## src/rtl/core/chm_pkg.sv

```systemverilog
// Package for the convex hull edge test marker.
// Holds item structs, controller states, datapath command and status types.
// No dependencies.
package chm_pkg;

    // fixed field widths of the item ports and of the widened coordinate
    localparam int IN_BITS   = 16;
    localparam int IDX_BITS  = 6;
    localparam int WIDE_BITS = 32;

    // parameter defaults
    localparam int DEF_MAX_POINTS = 64;
    localparam int DEF_COORD_BITS = 16;

    // smallest set that has a hull
    localparam int MIN_POINTS = 3;

    // cycles between the last point issue and the side flags being final
    localparam int DRAIN_CYCLES = 3;

    typedef struct packed {
        logic signed [IN_BITS-1:0] coord_x;
        logic signed [IN_BITS-1:0] coord_y;
        logic                      final_point;
    } t_in_item;

    typedef struct packed {
        logic [IDX_BITS-1:0] hull_index;
        logic                run_end;
        logic                too_few;
    } t_out_item;

    typedef enum logic [2:0] {
        ST_IDLE,
        ST_RD_I,
        ST_RD_J,
        ST_LOAD_D,
        ST_SCAN,
        ST_DRAIN,
        ST_DECIDE,
        ST_FLUSH
    } t_state;

    // controller to datapath
    typedef struct packed {
        logic wr_en;    // store the incoming point
        logic cap_pi;   // latch the pivot point i
        logic cap_d;    // latch edge vector and clear side flags
        logic issue_k;  // address this cycle selects a point to test
    } t_dp_cmd;

    // datapath to controller
    typedef struct packed {
        logic left;
        logic right;
    } t_dp_stat;

endpackage

```

## src/rtl/core/chm_dpath.sv

```systemverilog
// Datapath of the hull marker: point memory, edge vector registers and
// the pipelined cross product side test. Depends on chm_pkg.
module chm_dpath
    import chm_pkg::*;
#(
    parameter int MAX_POINTS = DEF_MAX_POINTS,
    parameter int COORD_BITS = DEF_COORD_BITS,
    localparam int AW = $clog2(MAX_POINTS)
) (
    input  logic          i_clk,
    input  logic          i_rst_n,
    input  t_in_item      i_item,
    input  t_dp_cmd       i_cmd,
    input  logic [AW-1:0] i_addr,
    output t_dp_stat      o_stat
);

    localparam int CW   = COORD_BITS;
    localparam int PADW = WIDE_BITS - IN_BITS;

    logic [2*CW-1:0] r_mem [MAX_POINTS];
    logic [2*CW-1:0] r_rd;

    logic [WIDE_BITS-1:0] wide_x;
    logic [WIDE_BITS-1:0] wide_y;

    logic signed [CW-1:0] rd_x;
    logic signed [CW-1:0] rd_y;
    logic signed [CW-1:0] r_pix;
    logic signed [CW-1:0] r_piy;
    logic signed [CW:0]   n_dx;
    logic signed [CW:0]   n_dy;
    logic signed [CW:0]   r_dx;
    logic signed [CW:0]   r_dy;
    logic signed [CW:0]   r_qx;
    logic signed [CW:0]   r_qy;
    logic signed [2*CW+1:0] r_lhs;
    logic signed [2*CW+1:0] r_rhs;

    logic r_v1;
    logic r_v2;
    logic r_v3;
    logic r_left;
    logic r_right;

    // take the low coordinate bits of the item
    assign wide_x = {{PADW{1'b0}}, i_item.coord_x};
    assign wide_y = {{PADW{1'b0}}, i_item.coord_y};

    // store a point and read one point per cycle
    always_ff @(posedge i_clk) begin
        if (i_cmd.wr_en) begin
            r_mem[i_addr] <= {wide_y[CW-1:0], wide_x[CW-1:0]};
        end
        r_rd <= r_mem[i_addr];
    end

    assign rd_x = $signed(r_rd[CW-1:0]);
    assign rd_y = $signed(r_rd[2*CW-1:CW]);

    // edge vector from pivot to the point just read
    assign n_dx = {rd_x[CW-1], rd_x} - {r_pix[CW-1], r_pix};
    assign n_dy = {rd_y[CW-1], rd_y} - {r_piy[CW-1], r_piy};

    // hold pivot and edge vector, run offset and product stages
    always_ff @(posedge i_clk) begin
        if (i_cmd.cap_pi) begin
            r_pix <= rd_x;
            r_piy <= rd_y;
        end
        if (i_cmd.cap_d) begin
            r_dx <= n_dx;
            r_dy <= n_dy;
        end
        r_qx  <= n_dx;
        r_qy  <= n_dy;
        r_lhs <= r_dy * r_qx;
        r_rhs <= r_dx * r_qy;
    end

    // track stage valid bits and accumulate the side flags
    always_ff @(posedge i_clk) begin
        if (!i_rst_n) begin
            r_v1    <= 1'b0;
            r_v2    <= 1'b0;
            r_v3    <= 1'b0;
            r_left  <= 1'b0;
            r_right <= 1'b0;
        end else begin
            r_v1 <= i_cmd.issue_k;
            r_v2 <= r_v1;
            r_v3 <= r_v2;
            if (i_cmd.cap_d) begin
                r_left  <= 1'b0;
                r_right <= 1'b0;
            end else if (r_v3) begin
                if (r_lhs < r_rhs) begin
                    r_left <= 1'b1;
                end
                if (r_lhs > r_rhs) begin
                    r_right <= 1'b1;
                end
            end
        end
    end

    assign o_stat.left  = r_left;
    assign o_stat.right = r_right;

endmodule

```

## src/rtl/core/chm_ctrl.sv

```systemverilog
// Controller of the hull marker: load counting, pair and point sequencing,
// result emission. Depends on chm_pkg.
module chm_ctrl
    import chm_pkg::*;
#(
    parameter int MAX_POINTS = DEF_MAX_POINTS,
    localparam int AW = $clog2(MAX_POINTS)
) (
    input  logic          i_clk,
    input  logic          i_rst_n,
    input  logic          i_start,
    input  logic          i_final,
    output logic          o_busy,
    output t_dp_cmd       o_cmd,
    output logic [AW-1:0] o_addr,
    input  t_dp_stat      i_stat,
    output logic          o_strobe,
    output t_out_item     o_result
);

    localparam int CNTW = $clog2(MAX_POINTS + 1);
    localparam int DRW  = $clog2(DRAIN_CYCLES);

    t_state r_state, n_state;
    logic [CNTW-1:0] r_count, n_count;
    logic [CNTW-1:0] r_n, n_n;
    logic [CNTW-1:0] r_i, n_i;
    logic [CNTW-1:0] r_j, n_j;
    logic [CNTW-1:0] r_k, n_k;
    logic [DRW-1:0]  r_drain, n_drain;
    logic            r_have, n_have;
    logic [IDX_BITS-1:0] r_pend, n_pend;
    logic            r_strobe, n_strobe;
    t_out_item       r_result, n_result;

    logic            accept;
    logic            room;
    logic [CNTW-1:0] count_after;
    logic [CNTW:0]   j_inc;
    logic [CNTW:0]   j_next;
    logic            j_done;
    logic            i_last;
    logic            pair_ok;

    assign accept      = i_start && (r_state == ST_IDLE);
    assign room        = r_count < CNTW'(MAX_POINTS);
    assign count_after = room ? r_count + 1'b1 : r_count;

    // next partner index, stepping over the pivot itself
    assign j_inc   = {1'b0, r_j} + 1'b1;
    assign j_next  = (j_inc == {1'b0, r_i}) ? j_inc + 1'b1 : j_inc;
    assign j_done  = j_next >= {1'b0, r_n};
    assign i_last  = r_i == r_n - 1'b1;
    assign pair_ok = !(i_stat.left && i_stat.right);

    // state and counter registers
    always_ff @(posedge i_clk) begin
        if (!i_rst_n) begin
            r_state  <= ST_IDLE;
            r_count  <= '0;
            r_n      <= '0;
            r_i      <= '0;
            r_j      <= '0;
            r_k      <= '0;
            r_drain  <= '0;
            r_have   <= 1'b0;
            r_strobe <= 1'b0;
        end else begin
            r_state  <= n_state;
            r_count  <= n_count;
            r_n      <= n_n;
            r_i      <= n_i;
            r_j      <= n_j;
            r_k      <= n_k;
            r_drain  <= n_drain;
            r_have   <= n_have;
            r_strobe <= n_strobe;
        end
    end

    // result payload
    always_ff @(posedge i_clk) begin
        r_pend   <= n_pend;
        r_result <= n_result;
    end

    // next state, counters and datapath commands
    always_comb begin
        n_state  = r_state;
        n_count  = r_count;
        n_n      = r_n;
        n_i      = r_i;
        n_j      = r_j;
        n_k      = r_k;
        n_drain  = r_drain;
        n_have   = r_have;
        n_pend   = r_pend;
        n_strobe = 1'b0;
        n_result = r_result;
        o_cmd    = '0;
        o_addr   = r_k[AW-1:0];

        unique case (r_state)
            ST_IDLE: begin
                o_addr = r_count[AW-1:0];
                if (accept) begin
                    o_cmd.wr_en = room;
                    n_count     = count_after;
                    if (i_final) begin
                        n_count = '0;
                        if (count_after < CNTW'(MIN_POINTS)) begin
                            n_strobe            = 1'b1;
                            n_result.hull_index = '0;
                            n_result.run_end    = 1'b1;
                            n_result.too_few    = 1'b1;
                        end else begin
                            n_n     = count_after;
                            n_i     = '0;
                            n_j     = CNTW'(1);
                            n_have  = 1'b0;
                            n_state = ST_RD_I;
                        end
                    end
                end
            end
            ST_RD_I: begin
                o_addr  = r_i[AW-1:0];
                n_state = ST_RD_J;
            end
            ST_RD_J: begin
                o_addr       = r_j[AW-1:0];
                o_cmd.cap_pi = 1'b1;
                n_state      = ST_LOAD_D;
            end
            ST_LOAD_D: begin
                o_cmd.cap_d = 1'b1;
                n_k         = '0;
                n_state     = ST_SCAN;
            end
            ST_SCAN: begin
                o_addr        = r_k[AW-1:0];
                o_cmd.issue_k = (r_k != r_i) && (r_k != r_j);
                if (r_k == r_n - 1'b1) begin
                    n_drain = DRW'(DRAIN_CYCLES - 1);
                    n_state = ST_DRAIN;
                end else begin
                    n_k = r_k + 1'b1;
                end
            end
            ST_DRAIN: begin
                if (r_drain == '0) begin
                    n_state = ST_DECIDE;
                end else begin
                    n_drain = r_drain - 1'b1;
                end
            end
            ST_DECIDE: begin
                if (!pair_ok && !j_done) begin
                    // try the next partner for the same pivot
                    n_j     = j_next[CNTW-1:0];
                    n_state = ST_RD_I;
                end else begin
                    if (pair_ok) begin
                        // emit the previous hull point, hold this one
                        n_strobe            = r_have;
                        n_result.hull_index = r_pend;
                        n_result.run_end    = 1'b0;
                        n_result.too_few    = 1'b0;
                        n_pend              = IDX_BITS'(r_i);
                        n_have              = 1'b1;
                    end
                    if (i_last) begin
                        n_state = ST_FLUSH;
                    end else begin
                        n_i     = r_i + 1'b1;
                        n_j     = '0;
                        n_state = ST_RD_I;
                    end
                end
            end
            ST_FLUSH: begin
                n_strobe            = r_have;
                n_result.hull_index = r_pend;
                n_result.run_end    = 1'b1;
                n_result.too_few    = 1'b0;
                n_have              = 1'b0;
                n_state             = ST_IDLE;
            end
            default: begin
                n_state = ST_IDLE;
            end
        endcase
    end

    assign o_busy   = r_state != ST_IDLE;
    assign o_strobe = r_strobe;
    assign o_result = r_result;

    // an error result is always the last of its set
    a_err_last: assert property (@(posedge i_clk) disable iff (!i_rst_n)
        o_strobe && o_result.too_few |-> o_result.run_end)
        else $error("too_few result without run_end");

    // the flush always returns to idle
    a_flush_idle: assert property (@(posedge i_clk) disable iff (!i_rst_n)
        r_state == ST_FLUSH |=> r_state == ST_IDLE)
        else $error("flush did not return to idle");

    // test points come from inside the stored set
    a_issue_range: assert property (@(posedge i_clk) disable iff (!i_rst_n)
        o_cmd.issue_k |-> (r_state == ST_SCAN) && (r_k < r_n))
        else $error("point issued outside the set");

    // a point store happens only on an accepted item
    a_write_accept: assert property (@(posedge i_clk) disable iff (!i_rst_n)
        o_cmd.wr_en |-> accept && (r_count < CNTW'(MAX_POINTS)))
        else $error("point write without accepted item");

    // the pivot pair is distinct whenever a pair is read
    a_pair_distinct: assert property (@(posedge i_clk) disable iff (!i_rst_n)
        r_state == ST_RD_J |-> r_i != r_j)
        else $error("pivot and partner coincide");

endmodule

```

## src/rtl/core/convex_hull_edge_test_marker.sv

```systemverilog
// Top level of the convex hull edge test marker.
// Joins chm_ctrl and chm_dpath; depends on chm_pkg.
//
//  channel   signals                      direction  transfer
//  points    i_start, o_busy, i_item      in         i_start high and o_busy low
//  results   o_strobe, o_result           out        o_strobe high, one cycle
//
// The final point starts the evaluation: each ordered pair (i, j) sets up the
// edge (ST_RD_I, ST_RD_J, ST_LOAD_D), scans every stored point through the
// single memory read port, drains the cross product pipeline and then decides,
// and a pivot stops at the first partner that makes it a hull point.
// ST_FLUSH then emits the last result.
// o_busy stays high during the evaluation. Results are never held off.
// Reset is synchronous; the point memory needs no clearing pass.
module convex_hull_edge_test_marker
    import chm_pkg::*;
#(
    parameter int MAX_POINTS = DEF_MAX_POINTS,
    parameter int COORD_BITS = DEF_COORD_BITS
) (
    input  logic      i_clk,
    input  logic      i_rst_n,
    input  logic      i_start,
    input  t_in_item  i_item,
    output logic      o_busy,
    output logic      o_strobe,
    output t_out_item o_result
);

    localparam int AW = $clog2(MAX_POINTS);

    t_dp_cmd       cmd;
    t_dp_stat      stat;
    logic [AW-1:0] addr;

    // sequence loading, pair tests and result emission
    chm_ctrl #(
        .MAX_POINTS (MAX_POINTS)
    ) u_ctrl (
        .i_clk    (i_clk),
        .i_rst_n  (i_rst_n),
        .i_start  (i_start),
        .i_final  (i_item.final_point),
        .o_busy   (o_busy),
        .o_cmd    (cmd),
        .o_addr   (addr),
        .i_stat   (stat),
        .o_strobe (o_strobe),
        .o_result (o_result)
    );

    // store points and run the side test
    chm_dpath #(
        .MAX_POINTS (MAX_POINTS),
        .COORD_BITS (COORD_BITS)
    ) u_dpath (
        .i_clk   (i_clk),
        .i_rst_n (i_rst_n),
        .i_item  (i_item),
        .i_cmd   (cmd),
        .i_addr  (addr),
        .o_stat  (stat)
    );

endmodule

```

## config.mk

```make
export PLATFORM = sky130hd
export DESIGN_NAME = convex_hull_edge_test_marker
export DESIGN_NICKNAME = d
export VERILOG_FILES = /design/src/rtl/core/chm_pkg.sv /design/src/rtl/core/chm_dpath.sv /design/src/rtl/core/chm_ctrl.sv /design/src/rtl/core/convex_hull_edge_test_marker.sv
export SDC_FILE = /design/constraint.sdc
export NUM_CORES = 2
export LEC_CHECK = 0
export CAP_MARGIN = 20
export CORE_MARGIN = 8
export CORE_UTILIZATION = 45
export CTS_CLUSTER_DIAMETER = 150
export DETAILED_ROUTE_END_ITERATION = 8
export DONT_BUFFER_PORTS = 1
export MAX_ROUTING_LAYER = met4
export SETUP_SLACK_MARGIN = 0.4
export SYNTH_ARGS = -nofsm -noshare
export SYNTH_HDL_FRONTEND = slang
export SYNTH_SLANG_ARGS = --single-unit
```

## constraint.sdc

```tcl
create_clock -name i_clk -period 14.07 [get_ports i_clk]
set_clock_uncertainty 0.05 [all_clocks]
set_input_delay 0.7035 -clock i_clk [delete_from_list [all_inputs] [get_ports i_clk]]
set_output_delay 0.7035 -clock i_clk [all_outputs]
set_load 0.01 [all_outputs]
```

Word level (Yosys, flattened, before mapping)

Memory sizes are Yosys's and may differ from the RTL's. A register that Yosys moved wholly into a read port is not among the register bits.
Index checks and enable logic that the tools add are counted.
W data, S select, Z words.

$add $sub $neg: 9
Multiply operators: 2
Magnitude comparators: 5
Eq/ne operators: 24
Muxes and demuxes: 53
Bitwise gates (word level): 4
Reduce and logical (&&, ||, !) cells: 26

Operators by type and width:

| operator              | number |
|---|---|
| $mux W7               | 13 |
| $mul A17 B17 Y34      | 2 |
| $mux W8               | 6 |
| $pmux W7 S2           | 3 |
| $gt A34 B34 Y1        | 1 |
| $lt A34 B34 Y1        | 1 |
| $sub A16 B16 Y17      | 2 |
| $pmux W3 S8           | 1 |
| $pmux W8 S3           | 1 |
| $add A7 B1 Y7 const B | 3 |
| $mux W3               | 7 |
| $pmux W6 S3           | 1 |
| $reduce_and A6 Y1     | 3 |
| $mux W1               | 16 |
| $ne A2 B2 Y1 const B  | 8 |
| $eq A7 B7 Y1          | 2 |
| $ne A7 B7 Y1          | 2 |
| $eq A3 B3 Y1 const B  | 4 |
| $reduce_and A2 Y1     | 5 |
| $reduce_and A5 Y1     | 2 |
| $add A7 B1 Y8 const B | 1 |
| $add A8 B1 Y8 const B | 1 |
| $eq A8 B7 Y1          | 1 |
| $ge A8 B7 Y1          | 1 |
| 21 further kinds      | 36 |

Register bits after elaboration: 229
Memory bits (writable): 2048
Input bits: 36
Output and inout bits: 10
Logic and storage cells: 150
Memories: 1

Memories:

| name          | depth | bits a word | read ports | clocked after memory_dff | wr ports | line            | RTL |
|---|---|---|---|---|---|---|---|
| u_dpath.r_mem | 64    | 32          | 1          | 1                        | 1        | chm_dpath.sv:21 | `logic [2*CW-1:0] r_mem [MAX_POINTS];` |

Longest topological paths before layout

Depth after elaboration: 8
Mapped depth: 24
Mapped depth without buffers: 23

Cells and area by module

From an unflattened synthesis, not the netlist that was laid out.

Cells, all modules: 7176
Area total of the unflattened synthesis: 106016.7 µm²

By module, submodules not included:

| module    | times used | cells each | area each (µm²) |
|---|---|---|---|
| chm_dpath | 1          | 6712       | 102042.9 |
| chm_ctrl  | 1          | 464        | 3973.8 |

Worst setup path after synthesis

Ideal clock, no wire load.

Path kind: reg-to-reg
Start: reg u_dpath.r_qx[8]
End: reg u_dpath.r_lhs[30]
Library setup time: 0.123 ns
Data arrival time: 5.967 ns
Setup slack: 7.929 ns
Cell stages (with the launch flop): 23
Path buffers: 1
Clock period less this slack: 6.141 ns
Cells stage by stage: dfxtp_1 > clkbuf_1 > nand2_1 > fa_1 > inv_1 > fa_1 > inv_1 > fa_1 > inv_1 > fa_1 > fa_1 > inv_1 > fa_1 > inv_1 > ha_1 > and2_1 > o2111ai_1 > o211ai_1 > a211oi_1 > nor3_1 > a2111oi_0 > a21oi_1 > xor2_1

Cells in the longest elaborated chain, start to end: 1

Ends and longest elaborated chain:

| item                   | line            | RTL |
|---|---|---|
| from (decl)            | chm_dpath.sv:35 | `logic signed [CW:0] r_qx;` |
| from (signal assigned) | chm_dpath.sv:75 | `r_qx <= n_dx;` |
| $mul A17 B17 Y34       | chm_dpath.sv:77 | `r_lhs <= r_dy * r_qx;` |
| to (signal assigned)   | chm_dpath.sv:77 |  |
| to (decl)              | chm_dpath.sv:37 | `logic signed [2*CW+1:0] r_lhs;` |

Every way passes these cells.
A chain may end at the register's enable or synchronous reset.

Worst setup path in the final report

Start: reg u_dpath.r_qx[8]
End: reg u_dpath.r_lhs[33]

The elaborated chain is that of the path after synthesis.

==> flow_metrics.tcl <==
set metrics [dict create \
    status "finished, final reports clean" \
    drcViolationCount 0 \
    syn-num-nets 8794 \
    crit_type "reg -> reg" \
    start_util_pct 45.30 \
    htree_levels 4 \
    numPortBuffers 0 \
    synth_cells 7913 \
    post_cts_buffers 0 \
    avgSynthCellArea_um2 13.78 \
    cts_num_sinks 2309 \
    rsz0062_at_grt "no" \
    synth_edf_count 2128 \
    synth-seq-area-share_pct 61.91 \
    synth_top_family_by_area "adder cells" \
    setup.worst_path.start_class "flip-flop" \
    cp.arrival_ns 7.68 \
    synthSimpleGateAreaFrac_pct 7.501 \
    synthXorXnorAreaFrac_pct 1.271 \
    cp-startpoint "u_dpath.r_qx[8]$_DFF_P_" \
    wirelength_um 351800 \
    numCtsBuffers 228 \
    end_kind "flip-flop" \
    grt_pass1_vias 68100 \
    async_reset_ff_share_pct 0 \
    final_common_cell "edfxtp_1" \
    place_area_mm2 0.1135 \
    synthAdderAreaFrac_pct 13.78 \
    hold_viol_final 0 \
    cap_viol_max_count 0 \
    track_usage_pct 27.41 \
    finalCritPeriodShare_pct 49.84 \
    die_area_mm2 0.2584 \
    rows 180 \
    io_pins 46 \
    fin_hold_ws_ns 0.05167 \
    yosys-top-cells-area "edfxtp_1 59%, fa_1 11%, dfxtp_1 3.3%" \
    drive_gt1_share_pct 8.727 \
    post_cts_resized 0 \
    reg2reg_from "u_dpath.r_qx[8]$_DFF_P_" \
    grt_max_degree 82 \
    dp_hpwl_um 211200 \
    insertion_delay_ns 0.90 \
    ys_warn_count 0 \
    fmax_ghz 0.1426 \
    hold_start "i_item[0]" \
    synthFlopType "edfxtp_1" \
    tritoncts "done" \
    nNetsFinal 8844 \
    final_area_mm2 0.1221 \
    setup-violations-final 0 \
    p_leak_nw 44.19 \
    drt_iter0_markers 9749 \
    die_w_um 508.3 \
    synth_compound_area_share_pct 10.04 \
    layout_min_cycle_time_ns 7.013 \
    final.setup.tns_ns 0 \
    clk_path_buf_depth 3 \
    ys_seq_elements 2309 \
    root_buffer "clkbuf_16" \
    worstHoldPathType "in -> reg" \
    slew_headroom_pct 4.842 \
    grt_pass1_wl_um 496300 \
    syn-cell-area_mm2 0.1091 \
    required_ns 14.73 \
    synth_top_area_cell "edfxtp_1" \
    clk_pin_slew_ns 0.06 \
    postRouteAntennaNets 0 \
    cp_max_fo 17 \
    synth.distinct_cells 92 \
    synth_mux_area_share_pct 1.425 \
    mostFrequentLayoutCells "2128 x edfxtp_1, 891 x nand2_1, 716 x inv_1, 594 x fa_1, 448 x a21oi_1" \
    slew_viol_final 0 \
    overflow 0 \
    setup_slack_ns 7.057 \
    via_per_inst 6.100 \
    wl_per_cell_um 30.97 \
    place_congestion 0.9059 \
    vdd_drop_max_mv 0.7769 \
    die_h_um 508.3 \
    pre_cts_ws_ns 7.073 \
    tightestPinTransition_ns 1.427 \
    via_count 69300 \
    syn_to_final_growth_pct 12.00 \
    antenna_found_initial 22 \
    firstDrtPassIters 8 \
    p_per_area_mw_per_mm2 288.5 \
    core_mm2 0.2408 \
    synth_top_area_share_pct 58.59 \
]
sequential cells by signal, indices dropped and copies added, names as in the netlist, 8 cells and up:
| name | count |
|---|---|
| u_dpath.r_pix | 16 |
| u_ctrl.o_result | 8 |
| u_dpath.r_rd | 32 |
| u_dpath.r_piy | 16 |
| u_dpath.r_dx | 17 |
| u_dpath.r_qy | 17 |
| u_dpath.r_rhs | 34 |
| u_dpath.r_dy | 17 |
| u_dpath.r_qx | 17 |
| u_dpath.r_lhs | 34 |
| u_dpath.r_mem | 2048 |
logic make-up (layout without fill, tap and decap cells):
kind of cell / count (synthesis) / count (layout)
flip-flops: 2309 / 2309
AND/OR/NAND/NOR: 1765 / 1765
AO/OA/AOI/OAI: 1592 / 1592
buffers and inverters: 1121 / 1367
adder cells (fa/ha/maj): 845 / 845
XOR/XNOR: 155 / 155
multiplexers: 126 / 126
other: 0 / 15
path summary, 6_finish.rpt:
kind         cells past startpoint                             end  slack (ns)
max                             22       u_dpath.r_lhs[33]$_DFF_P_        7.06
min                              3  u_ctrl.r_count[3]$_SDFFE_PN0P_        0.05
max reg2reg                     22       u_dpath.r_lhs[33]$_DFF_P_        7.06
min reg2reg                      0     u_dpath.r_piy[14]$_DFFE_PN_        0.38
critical path: stages (launching register included):
cell and delay [ns]:
dfxtp_1 0.73, nand2_1 0.19, fa_1 0.58, inv_1 0.07
fa_1 0.54, inv_1 0.07, fa_1 0.56, inv_1 0.05
fa_1 0.41, fa_1 0.51, inv_1 0.05, fa_1 0.47
inv_1 0.04, ha_1 0.35, and3_1 0.34, nand3_1 0.11
a211oi_1 0.66, o2111ai_1 0.27, a21oi_1 0.32, nor3_1 0.12
o21ai_0 0.19, a21oi_1 0.11, xnor2_1 0.13
power breakdown:
part,internal [mW],switching (mW),leakage (nW)
Sequential,8.05,0.214,20.7
Combinational,9.03,11.7,19.9
Clock,3.49,2.71,3.68
per-stage QoR:
| stage | util (%) | total power [mW] | cells |
|---|---|---|---|
| CTS | 50.70 | 35.43 | 11340 |
| global placement | 47.15 | 28.70 | 10880 |
| detailed placement | 47.16 | 29.09 | 10880 |
| floorplan | - | 24.15 | 7913 |
| finish | 50.73 | 35.24 | 11360 |
| global route | 50.73 | 38.30 | 11350 |
metal layers:
layer / share of wire [%] / vias up / GRT usage (%)
li1: - / 28880 / -
met1: 37 / 35450 / 34.44
met2: 47 / 4141 / 42.82
met3: 10 / 826 / 5.673
met4: 5.8 / 0 / 13.07
met5: 0 / - / -
layout make-up:
class | instances | area [µm²]
clock buffers | 286 | 6016
diodes | 15 | 37.54
well taps | 3185 | 3985
clock inverters | 140 | 1594
inverters | 717 | 2691
repair buffers | 224 | 2485
multi-input cells | 4483 | 37810
fillers | 19990 | 118600
flip-flops and latches | 2309 | 67520
synth_stat cells, drive strengths merged, types with 81 or more instances:
master,instances
xnor2,107
nand3,108
o21ai,122
a221oi,106
nor2,204
edfxtp,2128
a211oi,99
nand2,898
buf,204
mux2i,81
dfxtp,181
inv,717
a21oi,449
a22oi,333
and2,312
ha,251
fa,594
clkbuf,200
repair_timing:
item / CTS / global route
hold buffers: 35 / 0
endpoints found under the hold margin: 2084 / 0
endpoints found under the setup margin: 0 / 0
Note: power is estimated with default switching activity, not from simulation.
